[src/hdl/mdpq_pkg.sv]
// Package for the min-distance priority queue core.
// Holds the entry layout, request kinds and status codes; no dependencies.
`timescale 1ns / 1ps

package mdpq_pkg;

  localparam int VERTEX_W = 16;
  localparam int DIST_W   = 32;
  localparam int FILL_W   = 7;

  typedef logic [1:0] status_t;

  localparam status_t ST_OK           = 2'd0;
  localparam status_t ST_EMPTY        = 2'd1;
  localparam status_t ST_NOT_POSITIVE = 2'd2;
  localparam status_t ST_FULL         = 2'd3;

  localparam logic KIND_PUT = 1'b0;
  localparam logic KIND_GET = 1'b1;

  typedef struct packed {
    logic        [VERTEX_W-1:0] vertex;
    logic signed [DIST_W-1:0]   distance;
  } entry_t;

endpackage

[src/hdl/mdpq_ram.sv]
// Generic single-write, single-read RAM with registered read data.
// No dependencies.
`timescale 1ns / 1ps

module mdpq_ram #(
  parameter int WIDTH = 48,
  parameter int DEPTH = 64,
  localparam int AW = $clog2(DEPTH)
) (
  input  logic             clk,
  input  logic             we,
  input  logic [AW-1:0]    waddr,
  input  logic [WIDTH-1:0] wdata,
  input  logic [AW-1:0]    raddr,
  output logic [WIDTH-1:0] rdata
);

  logic [WIDTH-1:0] mem [DEPTH];

  always_ff @(posedge clk) begin
    if (we) begin
      mem[waddr] <= wdata;
    end
    rdata <= mem[raddr];
  end

endmodule

[src/hdl/min_distance_priority_queue_core.sv]
// Min-distance priority queue core: top level.
// Depends on mdpq_pkg and mdpq_ram.
`timescale 1ns / 1ps

// Holds up to CAPACITY (vertex, distance) pairs in insertion order in one RAM.
// A put's word appears on the result ports the cycle after start, and busy
// stays low, so puts can be issued every cycle. A get on an empty queue also
// answers the cycle after start. Any other get raises busy, scans all N held
// entries through the RAM read port, then, if the smallest distance is
// positive, moves the entries behind it down one place. done is high for
// exactly one cycle per request and cannot be held off, so the receiver must
// take every result word as it is shown. Distances compare as signed Q16.16;
// ties go to the earliest entry.

module min_distance_priority_queue_core
  import mdpq_pkg::*;
#(
  parameter int CAPACITY = 64
) (
  input  logic                       clk,
  input  logic                       rst,
  input  logic                       start,
  input  logic                       kind,
  input  logic [VERTEX_W-1:0]        vertex_id,
  input  logic signed [DIST_W-1:0]   dist_value,
  output logic                       busy,
  output logic                       done,
  output status_t                    status,
  output logic [VERTEX_W-1:0]        out_vertex,
  output logic [FILL_W-1:0]          fill_count
);

  localparam int AW = $clog2(CAPACITY);
  localparam int CW = $clog2(CAPACITY + 1);
  localparam int EW = $bits(entry_t);

  typedef enum logic [2:0] {
    S_IDLE  = 3'b001,
    S_SCAN  = 3'b010,
    S_SHIFT = 3'b100
  } state_t;

  state_t          state;
  logic [CW-1:0]   count;
  logic [CW-1:0]   k;
  logic            pv;
  logic [AW-1:0]   pa;
  logic [AW-1:0]   best_idx;
  entry_t          best;
  entry_t          rdata;

  logic            we;
  logic [AW-1:0]   waddr;
  entry_t          wdata;
  logic            full;
  logic            take;

  assign busy = (state != S_IDLE);
  assign full = (count == CW'(CAPACITY));
  assign take = (pa == '0) || (rdata.distance < best.distance);

  always_comb begin
    we    = 1'b0;
    waddr = count[AW-1:0];
    wdata = '{vertex: vertex_id, distance: dist_value};
    if (state == S_SHIFT && pv) begin
      we    = 1'b1;
      waddr = pa - 1'b1;
      wdata = rdata;
    end else if (state == S_IDLE && start && kind == KIND_PUT && !full) begin
      we = 1'b1;
    end
  end

  mdpq_ram #(
    .WIDTH(EW),
    .DEPTH(CAPACITY)
  ) u_ram (
    .clk  (clk),
    .we   (we),
    .waddr(waddr),
    .wdata(wdata),
    .raddr(k[AW-1:0]),
    .rdata(rdata)
  );

  always_ff @(posedge clk) begin
    if (rst) begin
      state <= S_IDLE;
      count <= '0;
      done  <= 1'b0;
      pv    <= 1'b0;
    end else begin
      done <= 1'b0;
      case (state)
        S_IDLE: begin
          if (start) begin
            out_vertex <= '0;
            if (kind == KIND_PUT) begin
              done <= 1'b1;
              if (full) begin
                status     <= ST_FULL;
                fill_count <= FILL_W'(count);
              end else begin
                status     <= ST_OK;
                count      <= count + 1'b1;
                fill_count <= FILL_W'(count + 1'b1);
              end
            end else if (count == '0) begin
              done       <= 1'b1;
              status     <= ST_EMPTY;
              fill_count <= '0;
            end else begin
              k     <= '0;
              pv    <= 1'b0;
              state <= S_SCAN;
            end
          end
        end
        S_SCAN: begin
          pv <= (k < count);
          pa <= k[AW-1:0];
          if (k < count) begin
            k <= k + 1'b1;
          end
          if (pv && take) begin
            best     <= rdata;
            best_idx <= pa;
          end
          if (k == count && !pv) begin
            if (best.distance <= 0) begin
              done       <= 1'b1;
              status     <= ST_NOT_POSITIVE;
              out_vertex <= '0;
              fill_count <= FILL_W'(count);
              state      <= S_IDLE;
            end else begin
              k     <= CW'(best_idx) + 1'b1;
              state <= S_SHIFT;
            end
          end
        end
        S_SHIFT: begin
          pv <= (k < count);
          pa <= k[AW-1:0];
          if (k < count) begin
            k <= k + 1'b1;
          end
          if (k == count && !pv) begin
            done       <= 1'b1;
            status     <= ST_OK;
            out_vertex <= best.vertex;
            count      <= count - 1'b1;
            fill_count <= FILL_W'(count - 1'b1);
            state      <= S_IDLE;
          end
        end
        default: begin
          state <= S_IDLE;
        end
      endcase
    end
  end

endmodule

[config.mk]
export PLATFORM = sky130hd
export DESIGN_NAME = min_distance_priority_queue_core
export DESIGN_NICKNAME = d
export VERILOG_FILES = /design/src/hdl/mdpq_pkg.sv /design/src/hdl/mdpq_ram.sv /design/src/hdl/min_distance_priority_queue_core.sv
export SDC_FILE = /design/constraint.sdc
export NUM_CORES = 2
export LEC_CHECK = 0
export BUFFER_PORTS_ARGS = -buffer_cell sky130_fd_sc_hd__buf_2
export CAP_MARGIN = 5
export CORE_MARGIN = 2
export CORE_UTILIZATION = 55
export CTS_CLUSTER_DIAMETER = 80
export DETAILED_ROUTE_END_ITERATION = 8
export PLACE_DENSITY = 0.84
export SYNTH_ARGS = -nofsm -noshare
export SYNTH_HDL_FRONTEND = slang
export SYNTH_SLANG_ARGS = --single-unit
[constraint.sdc]
create_clock -name clk -period 6.4 [get_ports clk]
set_input_delay 0 -clock clk [delete_from_list [all_inputs] [get_ports clk]]
set_output_delay 0 -clock clk [all_outputs]
set_load 0.05 [all_outputs]
==> impl_metrics.json <==
{
  "run_status": "finished, final reports clean",
  "yosys.area_share.adder_pct": 0.445,
  "clock.fmax_mhz": 178,
  "post-dp-hpwl_um": 188000,
  "critPathMostFrequentCell": "buf_4",
  "timing.final.crit_period_ns": 5.60,
  "tritoncts_num_sinks": 3224,
  "wire_length_of_the_first_global_routing_pass_um": 513000,
  "setup_viol": 0,
  "power_switching_share_pct": 21.1,
  "timing.max_cap.violations": 0,
  "drc_errors": 0,
  "cts_hold_repair.buffers": 33,
  "p_comb_share_pct": 3.4,
  "antenna_found_initial": 32,
  "worst_path_dominant_cell_family": "simple AND/OR/NAND/NOR gates",
  "critical_path_arrival_ns": 6.23,
  "drt-total-wl_um": 368000,
  "list_of_cells_traversed_by_the_critical_path": "nor3b_4 > buf_4 > nand2_4 > o32ai_1 > nand2_1 > nor2_4 > buf_4",
  "layout_worst_path_cycle_share_pct": 87.6,
  "drtAntennaViolNets": 0,
  "final_cell_mix": "edfxtp_1 (3164), mux4_2 (902), clkbuf_16 (324)",
  "ir_worst_vdd_mv": 0.387,
  "floorplan.initialDensity_pct": 55.2,
  "p_clk_share_pct": 43.0,
  "hold_path.startpoint": "dist_value[0]",
  "yosys.cell_types.count": 51,
  "final_max_slew_viol_count": 0,
  "worst_slew_pin_slew_ns": 1.40,
  "floorplan.die.height_um": 478,
  "die_area_sq_mm": 0.229,
  "hold_viol_final": 0,
  "timing.critical_path.slowest_cell_delay_ns": 1.10,
  "die_x_um": 478,
  "tns_ns": 0,
  "worstPathBufferInverterCount": 2,
  "timing.critical_path.required_ns": 7.02,
  "route.detailed.wl_per_inst_um": 41.2,
  "critical-path-slowest-cell": "nor2_4",
  "synth_top_family_by_area": "multiplexers",
  "drive_above_1_share_pct": 28.4,
  "number_of_nets_in_the_synthesized_netlist": 5470,
  "setup_repair_after_global_routing_missed_its_margin": "no",
  "yosys.area_share.xor_xnor_pct": 0.134,
  "cts-root-buf": "clkbuf_16",
  "synth.avg_cell_area_sq_um": 23.0,
  "clock_tree.htree_level_count": 5,
  "power_frac_seq_pct": 53.6,
  "via_count": 65300,
  "worst-setup-path-type": "reg2reg",
  "post_cts.repair.setup_buffers": 0,
  "cts.clk_slew.worst_paths_ns": 0.07,
  "crit_startpoint": "state[2]",
  "area.growth.synth_to_final_pct": 12.6,
  "clkLatencyLatePin_ns": 0.97,
  "design.core.area_sq_mm": 0.224,
  "cell_internal_pwr_mw": 34.3,
  "cp-start-kind": "flop",
  "synth_enable_flop_cells": 3164,
  "row_count": 174,
  "async_reset_ff_share_pct": 0,
  "gr-total-overflow": 0,
  "clock_path_buffers": 4,
  "grt_start_max_net_pins": 135,
  "average_via_count_per_standard_cell": 7.31,
  "powerDensity_mw_per_mm2": 312,
  "detailedRoute.firstIterationViolations": 13100,
  "area_fraction_in_compound_gates_after_synthesis_pct": 1.65,
  "most_common_cell_after_layout_fill_and_taps_aside": "edfxtp_1",
  "port_buffers": 78,
  "critical_path.max_fanout": 52,
  "gpl.final_weighted_congestion": 0.915,
  "leakage_power_summed_over_all_cells_nw": 43.6,
  "placed_area_sq_mm": 0.129,
  "io_pins": 79,
  "clock-skew-final_ns": 0.0418,
  "clock_tree_from_tritoncts": "done",
  "drt_first_pass_iters": 9,
  "total_of_flip_flops_plus_latches_after_synthesis": 3224,
  "layout.filler_cells": 13500,
  "power_switching_mw": 9.19,
  "regToRegStartpoint": "state[2]",
  "syn-cell-area_sq_mm": 0.124,
  "yosys_warnings": 0,
  "syn-instance-count": 5374,
  "first_global_vias": 65000,
  "cts_inserted_buffers": 314,
  "ctsResizeCount": 0,
  "critical_path.endpoint_type": "flop",
  "ys.flop_type": "edfxtp_1",
  "slew-limit-headroom_pct": 6.12,
  "fin_nets": 5799,
  "synth.yosys.seq_area_share_pct": 77.8,
  "hold_path_class": "in2reg",
  "synth.mux.area_fraction_pct": 16.9,
  "design_area_sq_mm": 0.139,
  "globalRouteTotalUtil_pct": 32.2,
  "synth_simple_gate_area_share_pct": 1.81
}
layer usage:
metal / part of all wire [%] / vias to the layer above / track usage [%]
met4: 7.3 / 26 / 18.2
met5: 0.050 / - / 0.105
li1: - / 23400 / -
met1: 31 / 33400 / 39.4
met2: 48 / 7000 / 51.6
met3: 14 / 1498 / 9.39
power groups by stage:
stage          combinational, mW  sequential, mW  clock [mW]
4_1_cts                     1.43            23.3        18.6
2_1_floorplan              0.764            23.8           0
3_5_place_dp                1.35            23.8           0
6_report                    1.49            23.3        18.7
3_3_place_gp                1.30            23.7           0
5_1_grt                     1.51            23.3        19.3
per-stage QoR:
stage / hold slack (ns) / total power [mW] / util (%) / cells / setup slack [ns]
floorplan: 0.212 / 24.5 / - / 5374 / 0.466
global placement: 0.414 / 25.0 / 57.4 / 8336 / 1.57
detailed placement: 0.418 / 25.1 / 57.4 / 8336 / 1.26
CTS: 0.00672 / 43.4 / 62.0 / 8914 / 1.15
global route: 0.0820 / 44.1 / 62.1 / 8926 / 0.885
finish: 0.0727 / 43.5 / 62.1 / 8937 / 0.796
final timing paths:
| path | end | slack, ns | cells after the start |
|---|---|---|---|
| hold reg to reg | best[34] | 0.43 | 0 |
| setup reg to reg | u_ram.mem[53][10] | 0.80 | 7 |
| hold / removal | u_ram.mem[59][0] | 0.07 | 4 |
| setup / recovery | u_ram.mem[53][10] | 0.80 | 7 |
flip-flops by register name (all words and copies together) (netlist names):
signal and cells:
best 48, best_idx 6, count 7, done 1
fill_count 7, k 7, out_vertex 16, pa 6
pv 1, state 3, status 2, u_ram.mem 3072
u_ram.rdata 48
cell usage after synthesis, types with 3 or more instances:
| cell | n | area (sq um) |
|---|---|---|
| mux4_2 | 902 | 20300 |
| o22ai_1 | 27 | 169 |
| clkbuf_1 | 122 | 458 |
| buf_2 | 96 | 480 |
| buf_1 | 32 | 120 |
| and3_1 | 4 | 25.0 |
| nor4_1 | 10 | 62.6 |
| or2_2 | 3 | 18.8 |
| buf_4 | 25 | 188 |
| mux2_2 | 5 | 56.3 |
| o21ai_0 | 18 | 90.1 |
| inv_1 | 46 | 173 |
| a22o_1 | 19 | 166 |
| and2_1 | 19 | 119 |
| dfxtp_1 | 60 | 1200 |
| a21o_1 | 5 | 37.5 |
| nor2_1 | 117 | 439 |
| nand4_1 | 10 | 62.6 |
| buf_6 | 13 | 146 |
| xor2_1 | 6 | 52.6 |
| nand3_1 | 15 | 75.1 |
| nor3b_1 | 3 | 22.5 |
| edfxtp_1 | 3164 | 95000 |
| xnor2_1 | 13 | 114 |
| nand2b_1 | 9 | 56.3 |
| ha_1 | 44 | 551 |
| a22oi_1 | 21 | 158 |
| a21oi_1 | 93 | 465 |
| nand3b_1 | 3 | 22.5 |
| a211oi_1 | 79 | 593 |
| or3_1 | 3 | 18.8 |
| nor3_1 | 15 | 75.1 |
| a2111oi_0 | 4 | 35.0 |
| nand2_1 | 200 | 751 |
| a221o_1 | 21 | 210 |
| mux2i_1 | 58 | 581 |
| o31ai_1 | 3 | 22.5 |
| nand4b_1 | 3 | 26.3 |
| nor2b_1 | 66 | 413 |
tightest hold or removal path: cells and delay by family:
family,cells,cell delay [ns]
buf+inv,2,0.51
simple gates,2,0.19
logic make-up after synthesis:
logic type                 Yosys count
DFF                               3224
muxes                              965
and+or+nand+nor                    485
buffers and inverters              335
AOI/OAI and AO/OA                  302
adders and majority gates           44
xor gates and xnor gates            19
final cells by class:
cell class,instances,area (sq um),area share [%]
flip-flops and latches,3224,96200,69.1
multi-input cells,1815,26500,19.0
clock buffers,395,8490,6.10
well taps,2992,3740,2.69
repair buffers,301,2690,1.93
clock inverters,150,1490,1.07
inverters,47,176,0.127
diodes,13,32.5,0.0233
(Power assumes the default switching activity.)
